## src/rtl/rmq_pkg.sv

```systemverilog
`timescale 1ns / 1ps
// ----------------------------------------------------------------------------
// Rotation matrix to quaternion: shared package
// Types, constants and arithmetic step functions used by the front end,
// the queue and the pipelined back end.
// ----------------------------------------------------------------------------
package rmq_pkg;

  localparam int SQ_STEPS   = 17;  // root bits, one per square-root stage
  localparam int DIV_STEPS  = 17;  // quotient bits, one per divider stage
  localparam int LANES      = 3;   // divided components per item
  localparam int FIFO_DEPTH = 4;
  localparam int FIFO_AW    = $clog2(FIFO_DEPTH);

  localparam logic signed [17:0] QONE = 18'sd16384;

  // Which component takes the square root directly.
  typedef enum logic [1:0] {
    BR_TRACE,
    BR_X,
    BR_Y,
    BR_Z
  } br_t;

  typedef struct packed {
    logic signed [15:0] m00;
    logic signed [15:0] m01;
    logic signed [15:0] m02;
    logic signed [15:0] m10;
    logic signed [15:0] m11;
    logic signed [15:0] m12;
    logic signed [15:0] m20;
    logic signed [15:0] m21;
    logic signed [15:0] m22;
  } in_t;

  typedef struct packed {
    logic signed [15:0] quat_x;
    logic signed [15:0] quat_y;
    logic signed [15:0] quat_z;
    logic        [14:0] quat_w;
  } out_t;

  // Classified item. The three numerators are the non-root components in
  // the order x, y, z, w with the root component left out.
  typedef struct packed {
    br_t                br;
    logic signed [17:0] rad;
    logic signed [16:0] n0;
    logic signed [16:0] n1;
    logic signed [16:0] n2;
  } cls_t;

  typedef struct packed {
    br_t                br;
    logic signed [16:0] n0;
    logic signed [16:0] n1;
    logic signed [16:0] n2;
  } pay_t;

  // One divider lane: partial remainder, dividend bits still to bring in,
  // quotient so far and the flags for the final fix-up.
  typedef struct packed {
    logic [16:0] rem;
    logic [16:0] low;
    logic [16:0] q;
    logic        neg;
    logic        zero;
    logic        ovf;
  } lane_t;

  // Set up a lane: magnitude times 16384 plus half the root, with an
  // overflow flag when the quotient would not fit in 17 bits.
  function automatic lane_t lane_init(logic signed [16:0] n, logic [16:0] r);
    logic [16:0] nabs;
    logic [30:0] dvd;
    lane_t       l;
    nabs   = n[16] ? 17'(-n) : 17'(n);
    dvd    = {nabs, 14'b0} + {15'b0, r[16:1]};
    l.rem  = {3'b0, dvd[30:17]};
    l.low  = dvd[16:0];
    l.q    = '0;
    l.neg  = n[16];
    l.zero = (nabs == 17'd0);
    l.ovf  = ({3'b0, dvd[30:17]} >= r);
    return l;
  endfunction

  // One restoring division step.
  function automatic lane_t lane_step(lane_t l, logic [16:0] r);
    logic [17:0] sh;
    logic [17:0] diff;
    logic        ge;
    lane_t       o;
    sh     = {l.rem, l.low[16]};
    diff   = sh - {1'b0, r};
    ge     = (sh >= {1'b0, r});
    o      = l;
    o.rem  = ge ? diff[16:0] : sh[16:0];
    o.low  = {l.low[15:0], 1'b0};
    o.q    = {l.q[15:0], ge};
    return o;
  endfunction

  // Signed value of a finished lane; a huge quotient is kept clear of
  // the output range so that saturation still applies after a flip.
  function automatic logic signed [18:0] lane_val(lane_t l);
    logic [16:0] mag;
    logic [18:0] ext;
    mag = l.zero ? 17'd0 : (l.ovf ? 17'h1FFFF : l.q);
    ext = {2'b0, mag};
    return l.neg ? 19'(-ext) : 19'(ext);
  endfunction

  function automatic logic signed [15:0] sat16(logic signed [18:0] v);
    logic signed [15:0] s;
    if (v > 19'sd32767) begin
      s = 16'sh7FFF;
    end else if (v < -19'sd32768) begin
      s = 16'sh8000;
    end else begin
      s = v[15:0];
    end
    return s;
  endfunction

endpackage

```

## src/rtl/rmq_fifo.sv

```systemverilog
`timescale 1ns / 1ps
// ----------------------------------------------------------------------------
// Rotation matrix to quaternion: item queue
// Short queue of classified items between the front end and the back end.
// ----------------------------------------------------------------------------
module rmq_fifo (
  input  logic          clk,
  input  logic          rst_n,
  input  logic          push,
  input  rmq_pkg::cls_t push_data,
  output logic          full,
  input  logic          pop,
  output rmq_pkg::cls_t pop_data,
  output logic          empty
);
  import rmq_pkg::*;

  cls_t                 mem_r [FIFO_DEPTH];
  logic [FIFO_AW-1:0]   wr_ptr_r, wr_ptr_nxt;
  logic [FIFO_AW-1:0]   rd_ptr_r, rd_ptr_nxt;
  logic [FIFO_AW:0]     cnt_r, cnt_nxt;

  assign full  = (cnt_r == (FIFO_AW+1)'(FIFO_DEPTH));
  assign empty = (cnt_r == '0);

  always_comb begin
    wr_ptr_nxt = push ? wr_ptr_r + 1'b1 : wr_ptr_r;
    rd_ptr_nxt = pop ? rd_ptr_r + 1'b1 : rd_ptr_r;
    cnt_nxt    = cnt_r + (FIFO_AW+1)'(push) - (FIFO_AW+1)'(pop);
  end

  always_ff @(posedge clk) begin
    if (!rst_n) begin
      wr_ptr_r <= '0;
      rd_ptr_r <= '0;
      cnt_r    <= '0;
    end else begin
      wr_ptr_r <= wr_ptr_nxt;
      rd_ptr_r <= rd_ptr_nxt;
      cnt_r    <= cnt_nxt;
    end
  end

  // Storage.
  always_ff @(posedge clk) begin
    if (push) begin
      mem_r[wr_ptr_r] <= push_data;
    end
  end

  assign pop_data = mem_r[rd_ptr_r];

endmodule

```

## config.mk

```make
export PLATFORM = sky130hd
export DESIGN_NAME = rmq_fifo
export DESIGN_NICKNAME = d
export VERILOG_FILES = /design/src/rtl/rmq_pkg.sv /design/src/rtl/rmq_fifo.sv
export SDC_FILE = /design/constraint.sdc
export NUM_CORES = 1
export LEC_CHECK = 0
export BUFFER_PORTS_ARGS = -buffer_cell sky130_fd_sc_hd__buf_4
export CAP_MARGIN = 40
export CELL_PAD_IN_SITES_DETAIL_PLACEMENT = 1
export CELL_PAD_IN_SITES_GLOBAL_PLACEMENT = 1
export CORE_MARGIN = 2
export CORE_UTILIZATION = 40
export DETAILED_ROUTE_END_ITERATION = 6
export GPL_TIMING_DRIVEN = 0
export PLACE_DENSITY = 0.7
export SLEW_MARGIN = 10
export SYNTH_ARGS = -nofsm -noshare
export SYNTH_HDL_FRONTEND = slang
export SYNTH_SLANG_ARGS = --single-unit
```

## constraint.sdc

```tcl
create_clock -name clk -period 7.5 [get_ports clk]
set_input_delay 1.125 -clock clk [delete_from_list [all_inputs] [get_ports clk]]
set_output_delay 1.125 -clock clk [all_outputs]
set_load 0.02 [all_outputs]
```

==> run_results.csv, run 1 <==
group,metric,value,unit
synth,synth_cell_types,21,
power_and_ir_drop,cellLeakagePower,0.00448,uW
synth,synthesis.nets,496,
synth,synth_simple_gate_area_share,0.697,%
floorplan,std_cell_rows,60,
placed_design,dp_hpwl,13.2,mm
timing,setup_tns,0,ns
timing,worstMarginPinSlew,0.642,ns
power_and_ir_drop,power.combinational.fraction,12.7,%
floorplan,die_area,0.0282,mm2
timing,slew_headroom,57.2,%
clocking,post-cts-setup-buffer-count,0,
synth,synth-warning-count,0,
synth,main_area_contributors_after_synthesis,"sky130_fd_sc_hd__edfxtp_1 (79%), sky130_fd_sc_hd__mux4_2 (15%), sky130_fd_sc_hd__dfxtp_1 (1.7%)",
setup_path,crit_arrival,2.33,ns
synth,synth-seq-cells,293,
power_and_ir_drop,internal-power,2840,uW
global_route,track_usage,14.9,%
synth,synth_compound_gate_area_share,0.139,%
synth,synth_top_family_by_area,"multiplexers",
clocking,ctsLongestPathBuffers,3,
global_route,maximum_number_of_pins_on_one_net_before_global_route_repair,40,
global_route,globalRouteOverflowTotal,0,
route,ant_nets,0,
synth,seq_area_frac_synth,80.9,%
clocking,tritoncts_clock_tree,"yes",
cells_and_area,layout_nets,680,
timing,timing.hold.ws,0.567,ns
outcome,outcome,"completed",
run,max_cap_violations,0,
hold_path,hold_path.class,"flip-flop to flip-flop",
floorplan,design.portCount,148,
floorplan,die_width,168,um
timing,final.min_clock_period,3.46,ns
synth,synth_top_cell_by_area,"sky130_fd_sc_hd__edfxtp_1",
synth,synth_largest_type_area_fraction,79.2,%
timing,unrepaired_setup_endpoints_after_global_routing,"no",
clocking,cts_root_buffer,"sky130_fd_sc_hd__clkbuf_16",
power_and_ir_drop,power.sequential.fraction,51.8,%
cells_and_area,num_antenna_cells,0,
route,initialDrtViolationCount,260,
synth,yosys.area_share.adder,0.883,%
cells_and_area,drive_above_1_share,44.9,%
power_and_ir_drop,power.clock.fraction,35.5,%
synth,synthesis.instances,414,
placed_design,numPortBuffers,147,
synth,syn-mean-instance-area,26.0,um2
synth,mappedNetlistArea,0.0108,mm2
clocking,hold_fix_buffers_cts,0,
route,remaining_drc_errors,0,
setup_path,worst-path-max-fanout,10,
power_and_ir_drop,design_power_total,3670,uW
floorplan,core_area,0.0267,mm2
power_and_ir_drop,netSwitchingPower,829,uW
floorplan,initial_core_utilization,40.4,%
timing,final.period_utilization,46.1,%
power_and_ir_drop,power-per-cell-area,277,mW/mm2
power_and_ir_drop,p_sw_share,22.6,%
timing,final-max-slew-violation-count,0,
clocking,insertion_delay,0.55,ns
timing,timing_hold_violations_final,0,
global_route,grt_first_pass_wirelength,32.0,mm
clocking,number_of_levels_the_h_tree_was_split_into,1,
setup_path,worst_setup_path_end_kind,"output pin",
floorplan,die_height,168,um
clocking,cts_buffers,31,
clocking,cts.repair.resized,0,
placed_design,gp_routability_congestion,0.704,
timing,fmax,0.289,GHz
synth,synth_mux_area_share,15.0,%
cells_and_area,area_growth_syn_to_layout,23.1,%
route,wire_per_inst,21.7,um
timing,timing.final.setup_violations,0,
global_route,number_of_antenna_violations_at_the_first_check_in_global_routing,0,
power_and_ir_drop,irDropWorstVdd,0.213,mV
clocking,cts_clock_pin_slew_for_the_worst_setup_and_hold_paths,0.05,ns
clocking,numClockSinks,293,
cells_and_area,fillCellCount,2341,
timing,clock-skew-final,0.0220,ns
route,detail_route.vias_per_cell,5.07,
route,totalWireLength,20.7,mm
setup_path,required,6.38,ns
setup_path,crit_path_start_kind,"flip-flop",
route,dr_total_vias,4832,
setup_path,path_class,"flip-flop to output pin",
synth,synthXorXnorAreaFrac,0.384,%
global_route,grt_pass1_vias,5542,
route,detail_route.first_pass.iterations,4,
## critical path, stage by stage (launching register included)
cell	delay, ns
sky130_fd_sc_hd__dfxtp_1	0.30
sky130_fd_sc_hd__buf_1	0.49
sky130_fd_sc_hd__buf_2	0.42
sky130_fd_sc_hd__mux4_2	0.38
sky130_fd_sc_hd__buf_4	0.18
## cell type report
cell class | instances | area [um2] | share of cell area (%)
Buffer | 16 | 190 | 1.44
Clock buffer | 36 | 795 | 6.00
Clock inverter | 11 | 52.6 | 0.397
Inverter | 7 | 26.3 | 0.198
Multi-Input combinational cell | 98 | 1850 | 14.0
Sequential cell | 293 | 8710 | 65.7
Tap cell | 341 | 427 | 3.22
Timing Repair Buffer | 151 | 1200 | 9.05
## power groups by stage
stage | sequential [uW] | clock (uW) | combinational (uW)
after floorplan | 1930 | 0 | 272
after global placement | 1940 | 0 | 453
after detailed placement | 1940 | 0 | 474
after CTS | 1900 | 1340 | 478
after global routing | 1910 | 1390 | 501
final | 1900 | 1310 | 465
## stage by stage
step           setup slack [ns]  cells  util (%)  instance area, um2
6_report                   4.04    953      49.7               13200
5_1_grt                    3.90    953      49.7               13200
4_1_cts                    3.98    953      49.7               13200
3_5_place_dp               4.57    906      46.5               12400
3_3_place_gp               2.87    902      46.1               12300
2_1_floorplan              4.28    414         -               10800
## cells in the final DEF (no fill, tap or decap)
| cell | n |
|---|---|
| sky130_fd_sc_hd__edfxtp_1 | 284 |
| sky130_fd_sc_hd__buf_4 | 147 |
| sky130_fd_sc_hd__mux4_2 | 70 |
| sky130_fd_sc_hd__clkbuf_16 | 31 |
| sky130_fd_sc_hd__buf_12 | 9 |
| sky130_fd_sc_hd__dfxtp_1 | 9 |
| sky130_fd_sc_hd__clkinv_1 | 8 |
| sky130_fd_sc_hd__inv_1 | 7 |
| sky130_fd_sc_hd__buf_2 | 7 |
| sky130_fd_sc_hd__ha_1 | 6 |
| sky130_fd_sc_hd__nor2_1 | 5 |
| sky130_fd_sc_hd__clkbuf_1 | 5 |
| sky130_fd_sc_hd__and2_4 | 4 |
| sky130_fd_sc_hd__and2_1 | 2 |
| sky130_fd_sc_hd__xnor2_1 | 2 |
| sky130_fd_sc_hd__buf_16 | 2 |
| sky130_fd_sc_hd__buf_6 | 1 |
| sky130_fd_sc_hd__buf_1 | 1 |
| sky130_fd_sc_hd__nor3_1 | 1 |
| sky130_fd_sc_hd__mux4_1 | 1 |
| sky130_fd_sc_hd__and3_1 | 1 |
| sky130_fd_sc_hd__a21bo_2 | 1 |
| sky130_fd_sc_hd__nand3b_1 | 1 |
| sky130_fd_sc_hd__a21oi_1 | 1 |
| sky130_fd_sc_hd__mux2i_1 | 1 |
| sky130_fd_sc_hd__xor3_1 | 1 |
| sky130_fd_sc_hd__fa_1 | 1 |
| sky130_fd_sc_hd__inv_6 | 1 |
| sky130_fd_sc_hd__clkinv_2 | 1 |
| sky130_fd_sc_hd__clkinv_4 | 1 |
## final timing paths
path,from,end,slack (ns),depth (start not counted)
setup / recovery,flip-flop,pop_data[53],4.04,4
hold / removal,wr_ptr_r[1]$_SDFFE_PN0P_,wr_ptr_r[1]$_SDFFE_PN0P_,0.57,2
setup reg to reg,wr_ptr_r[0]$_SDFFE_PN0P_,mem_r[3][1]$_DFFE_PP_,5.68,3
hold reg to reg,wr_ptr_r[1]$_SDFFE_PN0P_,wr_ptr_r[1]$_SDFFE_PN0P_,0.57,2
## cells in the mapped netlist, drive strengths merged
library cell,number
a21oi,1
edfxtp,284
fa,1
xor3,1
and3,1
nor2,5
buf,16
and2,6
mux2i,1
mux4,71
nor3,1
inv,7
xnor2,2
dfxtp,9
nand3b,1
a21bo,1
ha,6
## state kept, by name (all words and copies together), names as in the netlist, named ones only
register / cells
cnt_r: 3
rd_ptr_r: 2
mem_r: 284
wr_ptr_r: 2
## per-layer routing
layer  up-vias  track usage, %  part of all wire, %
li1       2122               -                    -
met1      2532            18.2                   39
met2       140            26.1                   51
met3        38            4.14                  6.9
met4         0            4.42                  2.9
met5         -               0                    0
## logic make-up (layout without fill, tap and decap cells)
kind of cell / count (synthesis) / after routing
adder cells (fa/ha/maj): 7 / 7
buffers and inverters: 23 / 221
multiplexers: 72 / 72
AND/OR/NAND/NOR: 14 / 14
AO/OA/AOI/OAI: 2 / 2
XOR/XNOR: 3 / 3
flip-flops: 293 / 293
Note: power is estimated with default switching activity, not from simulation.
==> run 2, diff against run 1 <==
--- a/config.mk
+++ b/config.mk
@@ -13,7 +13,7 @@
 export CORE_UTILIZATION = 40
 export DETAILED_ROUTE_END_ITERATION = 6
 export GPL_TIMING_DRIVEN = 0
-export PLACE_DENSITY = 0.7
+export PLACE_DENSITY = 0.73
 export SLEW_MARGIN = 10
 export SYNTH_ARGS = -nofsm -noshare
 export SYNTH_HDL_FRONTEND = slang
==> constraint.sdc (replaced) <==
create_clock -name clk -period 2.85 [get_ports clk]
set_input_delay 0.4275 -clock clk [delete_from_list [all_inputs] [get_ports clk]]
set_output_delay 0.4275 -clock clk [all_outputs]
set_load 0.02 [all_outputs]
==> run 2 against run 1 <==
  * Worst hold slack got worse by 0.49 ns
  * Sequential share of layout area fell by 0.61 points
  * Worst setup slack got worse by 3.7 ns
  * Sequential power rose to 2.6 times the previous value
  * Critical path type unchanged
  * Combinational power rose to 2.6 times the previous value
  * Clock-buffer cell count rose by 12
  * Non-clock buffer count fell by 1
  * Power rose to 2.7 times the previous value
  * Register-to-register slack got worse by 4.6 ns
  * First-iteration DRC count fell by 9.6%
  * Clock skew fell by 0.0075 ns
==> run_results.csv, run 2 (synthesis gave the netlist of run 1 again) <==
group,metric,value,unit
route,totalWireLength,20.8,mm
cells_and_area,largest_register_ffs,284,
clocking,cts_buffers,30,
timing,unrepaired_setup_endpoints_after_global_routing,"no",
floorplan,std_cell_rows,60,
hold_path,worst_hold_path.num_cells,1,
cells_and_area,fillCellCount,2353,
cells_and_area,layout_nets,678,
timing,worstMarginPinSlew,0.592,ns
global_route,globalRouteOverflowTotal,0,
clocking,number_of_levels_the_h_tree_was_split_into,1,
floorplan,core_area,0.0267,mm2
cells_and_area,layout_top_registers,"mem_r: 284 flops, cnt_r: 3 flops",
power_and_ir_drop,power.sequential.fraction,50.1,%
cells_and_area,most_used_cells_in_the_layout_excluding_fill_and_tap_cells,"sky130_fd_sc_hd__edfxtp_1 (284), sky130_fd_sc_hd__buf_4 (147), sky130_fd_sc_hd__mux4_2 (70)",
power_and_ir_drop,power.clock.fraction,37.8,%
power_and_ir_drop,p_sw_share,22.1,%
clocking,cts_clock_pin_slew_for_the_worst_setup_and_hold_paths,0.06,ns
cells_and_area,drive_above_1_share,45.2,%
floorplan,die_width,168,um
placed_design,dp_hpwl,13.1,mm
setup_path,path_class,"flip-flop to output pin",
clocking,cts_root_buffer,"sky130_fd_sc_hd__clkbuf_16",
power_and_ir_drop,netSwitchingPower,2210,uW
global_route,grt_pass1_vias,5566,
power_and_ir_drop,cellLeakagePower,0.00454,uW
clocking,ctsLongestPathBuffers,3,
placed_design,numPortBuffers,147,
timing,final.period_utilization,88.9,%
floorplan,die_height,168,um
floorplan,initial_core_utilization,40.4,%
timing,fmax,0.395,GHz
clocking,insertion_delay,0.54,ns
clocking,tritoncts_clock_tree,"yes",
global_route,grt_first_pass_wirelength,32.0,mm
power_and_ir_drop,design_power_total,10000,uW
route,wire_per_inst,21.7,um
timing,timing.final.setup_violations,0,
power_and_ir_drop,power.combinational.fraction,12.1,%
route,dr_total_vias,4815,
power_and_ir_drop,power-per-cell-area,748,mW/mm2
timing,slew_headroom,60.5,%
outcome,outcome,"completed",
route,detail_route.vias_per_cell,5.01,
clocking,numClockSinks,293,
cells_and_area,area.sequential,0.00871,mm2
cells_and_area,num_antenna_cells,0,
setup_path,worst_setup_path_end_kind,"output pin",
setup_path,crit_path_start_kind,"flip-flop",
setup_path,worst-path-max-fanout,10,
route,detail_route.first_pass.iterations,4,
hold_path,hold_path.class,"input pin to flip-flop",
cells_and_area,combined_area_of_the_multi_input_logic_cells,0.00185,mm2
setup_path,reg2reg_depth,7,
cells_and_area,registers.top_by_ff_count,"mem_r",
placed_design,gp_routability_congestion,0.709,
floorplan,die_area,0.0282,mm2
route,ant_nets,0,
clocking,post-cts-setup-buffer-count,0,
timing,final.min_clock_period,2.53,ns
timing,timing_hold_violations_final,0,
route,remaining_drc_errors,0,
power_and_ir_drop,internal-power,7800,uW
setup_path,crit_arrival,2.11,ns
global_route,maximum_number_of_pins_on_one_net_before_global_route_repair,39,
cells_and_area,final_common_cell,"sky130_fd_sc_hd__edfxtp_1",
global_route,track_usage,14.9,%
floorplan,design.portCount,148,
route,initialDrtViolationCount,235,
timing,final-max-slew-violation-count,0,
timing,clock-skew-final,0.0145,ns
cells_and_area,final_core_utilization,50.2,%
run,max_cap_violations,0,
cells_and_area,area_growth_syn_to_layout,24.2,%
timing,timing.hold.ws,0.0792,ns
power_and_ir_drop,irDropWorstVdd,0.510,mV
global_route,number_of_antenna_violations_at_the_first_check_in_global_routing,0,
clocking,cts.repair.resized,0,
setup_path,required,2.42,ns
run 2: cell count changes in the layout (fill, tap and decap cells not counted), sizes merged:
cell and delta:
buf -1, bufinv +2, clkbuf +12, clkinv -5
run 2: worst max-delay path, cell delays in order, from the launching register on:
cell and delay, ns:
sky130_fd_sc_hd__dfxtp_1 0.63, sky130_fd_sc_hd__buf_2 0.38, sky130_fd_sc_hd__mux4_2 0.37, sky130_fd_sc_hd__buf_4 0.18
run 2: power groups by stage:
stage | Combinational (uW) | Clock [uW] | Sequential (uW)
floorplan | 715 | 0 | 5090
global placement | 1180 | 0 | 5100
detailed placement | 1240 | 0 | 5100
CTS | 1250 | 3890 | 5010
global route | 1310 | 4010 | 5030
finish | 1210 | 3780 | 5010
run 2: final timing paths:
path                                  from                     end  slack (ns)
hold / removal               push_data[26]  mem_r[0][26]$_DFFE_PP_        0.08
setup / recovery                 flip-flop             pop_data[1]        0.32
hold reg to reg   rd_ptr_r[1]$_SDFFE_PN0P_               flip-flop        0.56
setup reg to reg       cnt_r[0]$_SDFF_PN0_     cnt_r[2]$_SDFF_PN0_        1.03
run 2: timing repair:
| item | in CTS | in global routing |
|---|---|---|
| endpoints found under the setup margin | 0 | 1 |
| endpoints found under the hold margin | 0 | 0 |
| hold buffers | 0 | 0 |
run 2: cell type report:
cell class | instances | area share [%]
sequential | 293 | 65.1
multi-input combinational | 98 | 13.8
timing repair buffer | 151 | 9.08
clock buffer | 48 | 6.50
tap | 341 | 3.19
buffer | 15 | 1.39
clock inverter | 8 | 0.674
inverter | 7 | 0.197
run 2: per-layer routing:
layer | routed length, um | global-route usage, %
met5 | 0 | 0
met4 | 585 | 4.50
met3 | 1140 | 3.31
met2 | 10800 | 27.0
met1 | 8270 | 17.8
run 2: through the flow:
stage | std cells | cell area (um2) | TNS [ns] | setup slack (ns)
2_1_floorplan | 414 | 10800 | 0 | 0.209
5_1_grt | 961 | 13400 | 0 | 0.190
4_1_cts | 962 | 13400 | 0 | 0.0463
3_3_place_gp | 902 | 12300 | -310.33 | -1.12
6_report | 961 | 13400 | 0 | 0.316
3_5_place_dp | 906 | 12400 | 0 | 0.644
