`src/rtl/rmq_pkg.sv`:
```
`timescale 1ns / 1ps
// ----------------------------------------------------------------------------
// Rotation matrix to quaternion: shared package
// Types, constants and arithmetic step functions used by the front end,
// the queue and the pipelined back end.
// ----------------------------------------------------------------------------
package rmq_pkg;

  localparam int SQ_STEPS   = 17;  // root bits, one per square-root stage
  localparam int DIV_STEPS  = 17;  // quotient bits, one per divider stage
  localparam int LANES      = 3;   // divided components per item
  localparam int FIFO_DEPTH = 4;
  localparam int FIFO_AW    = $clog2(FIFO_DEPTH);

  localparam logic signed [17:0] QONE = 18'sd16384;

  // Which component takes the square root directly.
  typedef enum logic [1:0] {
    BR_TRACE,
    BR_X,
    BR_Y,
    BR_Z
  } br_t;

  typedef struct packed {
    logic signed [15:0] m00;
    logic signed [15:0] m01;
    logic signed [15:0] m02;
    logic signed [15:0] m10;
    logic signed [15:0] m11;
    logic signed [15:0] m12;
    logic signed [15:0] m20;
    logic signed [15:0] m21;
    logic signed [15:0] m22;
  } in_t;

  typedef struct packed {
    logic signed [15:0] quat_x;
    logic signed [15:0] quat_y;
    logic signed [15:0] quat_z;
    logic        [14:0] quat_w;
  } out_t;

  // Classified item. The three numerators are the non-root components in
  // the order x, y, z, w with the root component left out.
  typedef struct packed {
    br_t                br;
    logic signed [17:0] rad;
    logic signed [16:0] n0;
    logic signed [16:0] n1;
    logic signed [16:0] n2;
  } cls_t;

  typedef struct packed {
    br_t                br;
    logic signed [16:0] n0;
    logic signed [16:0] n1;
    logic signed [16:0] n2;
  } pay_t;

  // One divider lane: partial remainder, dividend bits still to bring in,
  // quotient so far and the flags for the final fix-up.
  typedef struct packed {
    logic [16:0] rem;
    logic [16:0] low;
    logic [16:0] q;
    logic        neg;
    logic        zero;
    logic        ovf;
  } lane_t;

  // Set up a lane: magnitude times 16384 plus half the root, with an
  // overflow flag when the quotient would not fit in 17 bits.
  function automatic lane_t lane_init(logic signed [16:0] n, logic [16:0] r);
    logic [16:0] nabs;
    logic [30:0] dvd;
    lane_t       l;
    nabs   = n[16] ? 17'(-n) : 17'(n);
    dvd    = {nabs, 14'b0} + {15'b0, r[16:1]};
    l.rem  = {3'b0, dvd[30:17]};
    l.low  = dvd[16:0];
    l.q    = '0;
    l.neg  = n[16];
    l.zero = (nabs == 17'd0);
    l.ovf  = ({3'b0, dvd[30:17]} >= r);
    return l;
  endfunction

  // One restoring division step.
  function automatic lane_t lane_step(lane_t l, logic [16:0] r);
    logic [17:0] sh;
    logic [17:0] diff;
    logic        ge;
    lane_t       o;
    sh     = {l.rem, l.low[16]};
    diff   = sh - {1'b0, r};
    ge     = (sh >= {1'b0, r});
    o      = l;
    o.rem  = ge ? diff[16:0] : sh[16:0];
    o.low  = {l.low[15:0], 1'b0};
    o.q    = {l.q[15:0], ge};
    return o;
  endfunction

  // Signed value of a finished lane; a huge quotient is kept clear of
  // the output range so that saturation still applies after a flip.
  function automatic logic signed [18:0] lane_val(lane_t l);
    logic [16:0] mag;
    logic [18:0] ext;
    mag = l.zero ? 17'd0 : (l.ovf ? 17'h1FFFF : l.q);
    ext = {2'b0, mag};
    return l.neg ? 19'(-ext) : 19'(ext);
  endfunction

  function automatic logic signed [15:0] sat16(logic signed [18:0] v);
    logic signed [15:0] s;
    if (v > 19'sd32767) begin
      s = 16'sh7FFF;
    end else if (v < -19'sd32768) begin
      s = 16'sh8000;
    end else begin
      s = v[15:0];
    end
    return s;
  endfunction

endpackage

```
`src/rtl/rmq_front.sv`:
```
`timescale 1ns / 1ps
// ----------------------------------------------------------------------------
// Rotation matrix to quaternion: front end
// Accepts matrix beats, picks the branch and forms the radicand and the
// three numerators, and hands classified items to the queue.
// ----------------------------------------------------------------------------
module rmq_front (
  input  logic          clk,
  input  logic          rst_n,
  input  logic          in_valid,
  output logic          in_stall,
  input  rmq_pkg::in_t  in_data,
  output logic          cls_valid,
  input  logic          cls_full,
  output rmq_pkg::cls_t cls_data
);
  import rmq_pkg::*;

  logic               vld_r;
  logic               vld_nxt;
  cls_t               cls_r;
  cls_t               cls_nxt;
  logic               push;
  logic               acc;
  logic signed [17:0] trace;
  logic signed [16:0] a00, a01, a02, a10, a11, a12, a20, a21, a22;

  assign push     = vld_r && !cls_full;
  assign in_stall = vld_r && cls_full;
  assign acc      = in_valid && !in_stall;

  // Sign-extend the entries once for the sums.
  assign a00 = 17'(in_data.m00);
  assign a01 = 17'(in_data.m01);
  assign a02 = 17'(in_data.m02);
  assign a10 = 17'(in_data.m10);
  assign a11 = 17'(in_data.m11);
  assign a12 = 17'(in_data.m12);
  assign a20 = 17'(in_data.m20);
  assign a21 = 17'(in_data.m21);
  assign a22 = 17'(in_data.m22);
  assign trace = 18'(a00) + 18'(a11) + 18'(a22);

  // Branch choice and operand set-up.
  always_comb begin
    priority if (trace > 18'sd0) begin
      cls_nxt.br  = BR_TRACE;
      cls_nxt.rad = QONE + trace;
      cls_nxt.n0  = a21 - a12;
      cls_nxt.n1  = a02 - a20;
      cls_nxt.n2  = a10 - a01;
    end else if (a00 > a11 && a00 > a22) begin
      cls_nxt.br  = BR_X;
      cls_nxt.rad = QONE + 18'(a00) - 18'(a11) - 18'(a22);
      cls_nxt.n0  = a01 + a10;
      cls_nxt.n1  = a02 + a20;
      cls_nxt.n2  = a21 - a12;
    end else if (a11 > a22) begin
      cls_nxt.br  = BR_Y;
      cls_nxt.rad = QONE + 18'(a11) - 18'(a00) - 18'(a22);
      cls_nxt.n0  = a01 + a10;
      cls_nxt.n1  = a12 + a21;
      cls_nxt.n2  = a02 - a20;
    end else begin
      cls_nxt.br  = BR_Z;
      cls_nxt.rad = QONE + 18'(a22) - 18'(a00) - 18'(a11);
      cls_nxt.n0  = a02 + a20;
      cls_nxt.n1  = a12 + a21;
      cls_nxt.n2  = a10 - a01;
    end
  end

  assign vld_nxt = acc || (vld_r && !push);

  always_ff @(posedge clk) begin
    if (!rst_n) begin
      vld_r <= 1'b0;
    end else begin
      vld_r <= vld_nxt;
    end
  end

  always_ff @(posedge clk) begin
    if (acc) begin
      cls_r <= cls_nxt;
    end
  end

  assign cls_valid = push;
  assign cls_data  = cls_r;

endmodule

```
`config.mk`:
```
export PLATFORM = sky130hd
export DESIGN_NAME = rmq_front
export DESIGN_NICKNAME = d
export VERILOG_FILES = /design/src/rtl/rmq_pkg.sv /design/src/rtl/rmq_front.sv
export SDC_FILE = /design/constraint.sdc
export NUM_CORES = 1
export LEC_CHECK = 0
export BUFFER_PORTS_ARGS = -buffer_cell sky130_fd_sc_hd__buf_2
export CAP_MARGIN = 5
export CORE_MARGIN = 3
export CORE_UTILIZATION = 55
export DETAILED_ROUTE_END_ITERATION = 12
export PLACE_DENSITY = 0.88
export SLEW_MARGIN = 20
export SYNTH_ARGS = -nofsm -noshare
export SYNTH_HDL_FRONTEND = slang
export SYNTH_SLANG_ARGS = --single-unit
export TNS_END_PERCENT = 20
```
`constraint.sdc`:
```
create_clock -name clk -period 5.7 [get_ports clk]
set_clock_uncertainty 0.2 [all_clocks]
set_input_delay 0.855 -clock clk [delete_from_list [all_inputs] [get_ports clk]]
set_output_delay 0.855 -clock clk [all_outputs]
set_load 0.005 [all_outputs]
```
==> summary.txt, run 1 <==
Setup path
  • Arrival time at the worst endpoint: 5600 ps
  • WP depth: 24
  • Source of the worst register-to-register timing path: vld_r$_SDFF_PN0_
  • Endpoint class of the critical path: flip-flop
  • Buf+Inv Stages, Crit Path: 4
  • Endpoint of the worst-slack reg-to-reg timing path: cls_data[19]$_DFFE_PP_
  • Worst setup path class: in -> reg
  • Family with the most delay on the worst path: simple AND/OR/NAND/NOR gates
  • Critical Path, Cell by Cell: buf_2 > fa_1 > ha_4 > fa_2 > buf_6 > nand3_2 > a21oi_2 > o31ai_2 > o211a_1 > or3_4 > nand2b_4 > a21oi_4 > xnor2_2 > inv_1 > ha_1 > nor3b_2 > nand4b_1 > nor4_2 > and4_1 > nand4_1 > buf_6 > and3_4 > or4_1 > o311ai_1
  • CP Launch Type: primary input
  • Cell repeated most along the worst path: sky130_fd_sc_hd__buf_6
  • Critical path's largest stage delay: 570 ps
  • Launching instance or port of the critical path: in_data[129]
  • Register-to-register path setup slack: 3700 ps
  • Worst-case reg-to-reg path depth: 3
  • Maximum fanout count along the critical path: 5
  • Data required, critical path: 5660 ps
  • Critical Path End: cls_data[3]$_DFFE_PP_
  • Cell with the largest stage delay on the worst path: sky130_fd_sc_hd__fa_1

Synthesis
  • Total nets after synthesis: 2285
  • Number of warnings printed during yosys synthesis: 0
  • Count of flip-flops with a built-in enable after synthesis: 71
  • Post-Syn Area per Cell: 8.43 um2
  • Post-synthesis cell count: 1768
  • Post-synthesis sequential element count: 72
  • Share of synthesized registers carrying an async set or reset: 0%
  • Cell area after synthesis: 14900 um2
  • Cell accounting for the most synthesized area: sky130_fd_sc_hd__ha_1
  • Commonest cells in the synthesized netlist: sky130_fd_sc_hd__ha_1, sky130_fd_sc_hd__inv_1, sky130_fd_sc_hd__nor2_1
  • Dominant cells by area after synthesis: sky130_fd_sc_hd__ha_1, sky130_fd_sc_hd__edfxtp_1, sky130_fd_sc_hd__fa_1
  • Library cell with the highest instance count after synthesis: sky130_fd_sc_hd__ha_1
  • Number of different library cells in the post-synthesis netlist: 76
  • Top cell type's share of synthesized area: 24.4%
  • Sequential area share after synthesis: 14.4%
  • Main flop type after synthesis: sky130_fd_sc_hd__edfxtp_1

Timing
  • Shortest clock period the worst path allows after layout: 5640 ps
  • Actual slew at the worst max-slew pin: 1090 ps
  • Number of hold violations in the final report: 0
  • Max_slew headroom: 26.1%
  • Max-slew violation count: 0
  • Smallest hold slack: 495 ps
  • Setup Total Neg Slack: 0 ps
  • Setup slack of the critical path after layout: 59.1 ps
  • Timing-limited maximum frequency: 0.177 GHz
  • Post-route clock period utilization: 99.0%
  • Total of endpoints with negative setup slack in the final report: 0

Power
  • Switching part of the total power: 45.4%
  • Sum of internal, switching and leakage power: 4.33 mW
  • Clock power frac: 13.4%
  • VDD IR max: 172 uV
  • Internal Pwr Total: 2.37 mW
  • Switching power: 1.97 mW
  • P_leak: 8.57 nW
  • Part of the total power dissipated in sequential elements: 19.9%
  • Power per cell area: 247 nW/um2
  • Gate power share: 66.7%

Layout
  • Fill count: 2151
  • Final nets: 2568
  • Layout area overhead: 17.7%
  • Fraction of layout instances using a drive strength above 1: 19.2%
  • Diode insertion count for antenna repair: 0
  • Final std cell area, no fill: 17500 um2

Clock network
  • Total number of clock tree sinks: 72
  • Clock tree root driver cell: sky130_fd_sc_hd__clkbuf_16
  • Largest buffer count on any clock path: 2
  • Cts bufs inserted: 9
  • CTS HTree Levels: 3
  • Clock tree from TritonCTS: done
  • CTS clk-pin slew, worst paths: 60 ps
  • Clock latency of the later-clocked register in the worst-skew pair: 340 ps

Status
  • Run status: finished, final reports clean

Placement
  • Placer congestion estimate: 0.969
  • IO buf count: 220
  • Worst Setup Slack post-DPL: -382 ps
  • Area after detailed placement: 17100 um2
  • Post-DP HPWL: 39000 um

Drt
  • First-pass detailed-route iteration total: 6
  • Via/cell ratio: 5.94
  • Remaining antenna violation count: 0
  • Count of unresolved DRC violations after routing: 0
  • Iteration-0 DRC count of the detailed router: 1404
  • Final WL: 46400 um
  • Number of vias after detailed routing: 14192
  • Post-DR wirelength/cell: 19.4 um

Floorplan
  • Floorplan core area: 26400 um2
  • Initial Utilization: 56.6%
  • Die Span X: 171 um
  • Die span in y: 171 um
  • Die area: 29100 um2
  • Core Rows: 59
  • Top Ports: 221

Global route
  • Vias in the first global route: 14106
  • Pin count of the biggest net entering global routing: 72
  • Number of antenna violations at the first check in global routing: 3
  • Grt ovf: 0
  • First-pass GRT wire length: 72600 um
  • Aggregate global-route resource usage: 31.3%

Flow run
  • Max-capacitance violation count: 0

Worst hold path
  • Min-Delay Startpoint: vld_r$_SDFF_PN0_
  • Class of the tightest hold or removal check: reg -> reg
-- flip-flops by register name, indices dropped and copies added, names as in the netlist --
| name | count |
|---|---|
| vld_r | 1 |
| cls_data | 71 |
-- worst min-delay path by stage --
stage | endpoint | slack [ps] | cells past startpoint
2_1_floorplan | vld_r$_SDFF_PN0_ | 390 | 2
3_3_place_gp | vld_r$_SDFF_PN0_ | 430 | 2
3_5_place_dp | vld_r$_SDFF_PN0_ | 470 | 2
4_1_cts | vld_r$_SDFF_PN0_ | 490 | 2
5_1_grt | vld_r$_SDFF_PN0_ | 510 | 2
6_report | vld_r$_SDFF_PN0_ | 500 | 2
-- power groups by stage --
stage / Clock, mW / Sequential [mW] / Combinational, mW
5_1_grt: 0.601 / 0.866 / 3.17
3_5_place_dp: 0 / 0.866 / 2.76
3_3_place_gp: 0 / 0.872 / 2.68
6_report: 0.579 / 0.864 / 2.89
4_1_cts: 0.573 / 0.859 / 2.78
2_1_floorplan: 0 / 0.836 / 1.81
-- area by class of cell --
cell class / count / area (um2) / share of cell area [%]
Clock inverter: 5 / 56.3 / 0.321
Inverter: 228 / 856 / 4.88
Tap cell: 335 / 419 / 2.39
Multi-Input combinational cell: 1408 / 11800 / 67.4
Timing Repair Buffer: 332 / 2000 / 11.4
Clock buffer: 11 / 233 / 1.33
Sequential cell: 72 / 2150 / 12.3
-- cell usage in the layout (no fill, tap or decap), types with 20 or more instances in the layout --
master	count
sky130_fd_sc_hd__buf_2	220
sky130_fd_sc_hd__ha_1	288
sky130_fd_sc_hd__o211ai_1	28
sky130_fd_sc_hd__nor3_1	42
sky130_fd_sc_hd__nor2_1	134
sky130_fd_sc_hd__xnor2_1	90
sky130_fd_sc_hd__a21oi_1	116
sky130_fd_sc_hd__a31oi_1	21
sky130_fd_sc_hd__buf_4	105
sky130_fd_sc_hd__nand2b_1	20
sky130_fd_sc_hd__fa_1	76
sky130_fd_sc_hd__o21bai_1	23
sky130_fd_sc_hd__a211oi_1	25
sky130_fd_sc_hd__a21o_1	20
sky130_fd_sc_hd__nand3_1	21
sky130_fd_sc_hd__and3_1	20
sky130_fd_sc_hd__inv_1	226
sky130_fd_sc_hd__edfxtp_1	71
sky130_fd_sc_hd__o21ai_0	81
sky130_fd_sc_hd__xor2_1	41
sky130_fd_sc_hd__nor2b_1	34
sky130_fd_sc_hd__nand2_1	88
-- cells by family (layout without fill, tap and decap cells) --
family | after synthesis | after routing | share of synthesized area [%]
AO/OA/AOI/OAI | 445 | 445 | 19.6
AND/OR/NAND/NOR | 444 | 444 | 14.7
adder cells (fa/ha/maj) | 369 | 369 | 34.9
buffers and inverters | 288 | 576 | 7.34
XOR/XNOR | 132 | 132 | 7.76
flip-flops | 72 | 72 | 14.4
multiplexers | 18 | 18 | 1.23
-- stage by stage --
| stage | instances | util [%] |
|---|---|---|
| final | 2391 | 66.6 |
| after floorplan | 1768 | - |
| after global routing | 2391 | 66.6 |
| after detailed placement | 2370 | 64.7 |
| after CTS | 2386 | 65.8 |
| after global placement | 2370 | 64.7 |
-- worst min-delay path: stages (launching register included) --
cell	delay [ps]
sky130_fd_sc_hd__dfxtp_1	320
sky130_fd_sc_hd__and2_1	210
sky130_fd_sc_hd__o21a_1	130
-- routing by layer --
metal	global-route usage, %	wire [um]	vias to the layer above
met3	5.41	3850	103
met4	11.8	1850	6
met5	0	39	-
met2	53.2	22100	682
met1	39.8	18500	6720
li1	-	-	6681
-- what timing repair did --
item	4_1_cts	5_1_grt
endpoints found under the hold margin	0	0
gates resized for setup	1	31
buffers inserted	0	5
pin swaps	1	16
endpoints found under the setup margin	6	70
hold buffers	0	0
Power figures use the tool's default switching activity.
==> run 2: changes to the inputs <==
--- a/config.mk
+++ b/config.mk
@@ -5,7 +5,7 @@
 export SDC_FILE = /design/constraint.sdc
 export NUM_CORES = 1
 export LEC_CHECK = 0
-export BUFFER_PORTS_ARGS = -buffer_cell sky130_fd_sc_hd__buf_2
+export BUFFER_PORTS_ARGS = -buffer_cell sky130_fd_sc_hd__buf_4
 export CAP_MARGIN = 5
 export CORE_MARGIN = 3
 export CORE_UTILIZATION = 55
==> run 2 against run 1 <==
  * Combinational power is 2% higher
  * Power is 1.1% higher
  * Sequential power is 0.6% higher
  * Global-route usage hardly changed
  * Cell area is 1.9% higher
  * Clock power is 5.2% lower
  * Routed wire length is 0.12% higher
  * Sequential share of layout area is 0.23 points lower
  * Cell count is 0.71% lower
  * Register-to-register slack better by 40 ps
  * Die area stayed put
  * Worst hold slack worse by 20 ps
  * Largest cell class unchanged
  * Highest routed layer is now met4
==> summary.txt, run 2 (synthesis gave the netlist of run 1 again) <==
Status
  • Run status: finished, final reports clean

Setup path
  • Worst setup path class: in -> reg
  • Endpoint class of the critical path: flip-flop
  • Worst-case reg-to-reg path depth: 3 (unchanged)
  • Maximum fanout count along the critical path: 22 (+17)
  • Data required, critical path: 5590 ps (-70 ps)
  • Arrival time at the worst endpoint: 5400 ps (-200 ps)
  • CP Launch Type: primary input

Clock network
  • Number of hold buffers added after cts: 0 (unchanged)
  • CTS clk-pin slew, worst paths: 70 ps (about the same)
  • Clock tree root driver cell: sky130_fd_sc_hd__clkbuf_16
  • Total number of clock tree sinks: 72 (unchanged)
  • Largest buffer count on any clock path: 2 (unchanged)
  • Cts bufs inserted: 9 (unchanged)
  • Clock tree from TritonCTS: done
  • Clock latency of the later-clocked register in the worst-skew pair: 350 ps (about the same)
  • CTS HTree Levels: 3 (unchanged)

Layout
  • Commonest cells after routing, fill and taps aside: sky130_fd_sc_hd__buf_4, sky130_fd_sc_hd__ha_1, sky130_fd_sc_hd__inv_1, sky130_fd_sc_hd__nor2_1, sky130_fd_sc_hd__a21oi_1
  • Most common library cell in the layout ignoring fill and taps: sky130_fd_sc_hd__buf_4
  • Fraction of layout instances using a drive strength above 1: 17.9% (-1.3 points)
  • Flip-flop count of the largest register, all copies and words added: 71 (unchanged)
  • Fill count: 2102 (-2.3%)
  • Final nets: 2550 (-0.70%)
  • Layout area overhead: 19.9%

Timing
  • Actual slew at the worst max-slew pin: 997 ps (-97.9 ps)
  • Max-slew violation count: 0 (unchanged)
  • Shortest clock period the worst path allows after layout: 5510 ps (-130 ps)
  • Unrepaired setup endpoints after global routing: no
  • Number of hold violations in the final report: 0 (unchanged)
  • Post-route clock period utilization: 96.7% (-2.3 points)
  • Smallest hold slack: 476 ps (-19.6 ps)
  • Total of endpoints with negative setup slack in the final report: 0 (unchanged)
  • Max_slew headroom: 33.6% (+7.5 points)
  • Timing-limited maximum frequency: 0.181 GHz (+2.4%)

Drt
  • First-pass detailed-route iteration total: 6 (unchanged)
  • Iteration-0 DRC count of the detailed router: 1420 (+1.1%)
  • Via/cell ratio: 5.93 (about the same)
  • Post-DR wirelength/cell: 19.6 um (+0.83%)
  • Final WL: 46400 um (+0.12%)
  • Remaining antenna violation count: 0 (unchanged)
  • Number of vias after detailed routing: 14078 (-0.80%)
  • Count of unresolved DRC violations after routing: 0 (unchanged)

Floorplan
  • Die Span X: 171 um (unchanged)
  • Core Rows: 59 (unchanged)
  • Initial Utilization: 56.6% (unchanged)
  • Top Ports: 221 (unchanged)
  • Die span in y: 171 um (unchanged)
  • Floorplan core area: 26400 um2 (unchanged)
  • Die area: 29100 um2 (unchanged)

Worst hold path
  • Cell depth of the worst min-delay path: 2 (unchanged)
  • Class of the tightest hold or removal check: reg -> reg

Flow run
  • Max-capacitance violation count: 0 (unchanged)

Global route
  • Aggregate global-route resource usage: 31.3% (about the same)
  • Number of antenna violations at the first check in global routing: 0 (-3)
  • Grt ovf: 0 (unchanged)
  • Vias in the first global route: 14088 (-0.13%)
  • Pin count of the biggest net entering global routing: 72 (unchanged)
  • First-pass GRT wire length: 72600 um (about the same)

Power
  • VDD IR max: 195 uV (+14%)
  • P_leak: 8.67 nW (+1.1%)
  • Power per cell area: 245 nW/um2 (-0.83%)
  • Sum of internal, switching and leakage power: 4.38 mW (+1.1%)

Placement
  • Placer congestion estimate: 0.983 (+1.5%)
  • Post-DP HPWL: 39200 um (+0.42%)
  • IO buf count: 220 (unchanged)
-- run 2: changes by cell type in the layout (fill, tap and decap cells not counted), sizes merged --
cell	change
buf	-18
clkinv	+2
bufinv	-1
clkbuf	+1
clkinvlp	-1
diode	+1
inv	-1
-- run 2: path summary, 6_finish.rpt --
check                   start                     end  slack [ps]
max reg2reg  vld_r$_SDFF_PN0_  cls_data[51]$_DFFE_PP_        3740
min reg2reg  vld_r$_SDFF_PN0_        vld_r$_SDFF_PN0_         480
max                in_data[1]  cls_data[32]$_DFFE_PP_         190
min          vld_r$_SDFF_PN0_        vld_r$_SDFF_PN0_         480
-- run 2: through the flow --
step / TNS [ps] / area [um2] / worst slack (ps) / util [%] / std cells
floorplan: 0 / 14900 / 120 / - / 1768
global placement: -449 / 17500 / -123 / 66.6 / 2356
detailed placement: -6420 / 17500 / -303 / 66.6 / 2356
CTS: 0 / 17800 / 41.0 / 67.6 / 2372
global route: 0 / 17900 / 3.64 / 67.8 / 2373
finish: 0 / 17900 / 189 / 67.8 / 2374
-- run 2: repair_timing --
item | CTS | global route
resized for setup | 0 | 12
buffers inserted | 0 | 1
endpoints found under the setup margin | 0 | 66
-- run 2: critical path, cell delays in order --
cell	delay, ps
sky130_fd_sc_hd__buf_4	120
sky130_fd_sc_hd__fa_1	470
sky130_fd_sc_hd__ha_2	210
sky130_fd_sc_hd__fa_2	390
sky130_fd_sc_hd__buf_4	150
sky130_fd_sc_hd__nand3_1	110
sky130_fd_sc_hd__a21oi_2	70
sky130_fd_sc_hd__o31ai_2	290
sky130_fd_sc_hd__o211a_1	220
sky130_fd_sc_hd__or3_1	160
sky130_fd_sc_hd__nand2b_1	80
sky130_fd_sc_hd__a21oi_2	180
sky130_fd_sc_hd__xnor2_2	140
sky130_fd_sc_hd__inv_1	60
sky130_fd_sc_hd__ha_1	180
sky130_fd_sc_hd__nor3b_2	150
sky130_fd_sc_hd__nand4b_1	140
sky130_fd_sc_hd__nor4_2	50
sky130_fd_sc_hd__and4_1	220
sky130_fd_sc_hd__nand4_1	160
sky130_fd_sc_hd__and2_4	200
sky130_fd_sc_hd__buf_12	160
sky130_fd_sc_hd__nor3_1	70
sky130_fd_sc_hd__or4_1	570
-- run 2: layout make-up --
type / instances / area, um2 / share of cell area [%]
flip-flops and latches: 72 / 2150 / 12.0
well taps: 335 / 419 / 2.34
repair buffers: 314 / 2440 / 13.6
clock inverters: 4 / 31.3 / 0.175
multi-input cells: 1408 / 11700 / 65.6
inverters: 228 / 856 / 4.79
diodes: 1 / 2.50 / 0.0140
clock buffers: 12 / 246 / 1.38
-- run 2: power by group --
group | internal [mW] | switching (mW)
registers | 0.782 | 0.0870
clock network | 0.309 | 0.240
logic | 1.31 | 1.65
-- run 2: per-layer routing --
layer,global-route usage [%],part of all wire (%)
met4,14.6,5.2
met2,52.1,46
met5,0,0
met3,3.79,7.8
met1,40.7,40
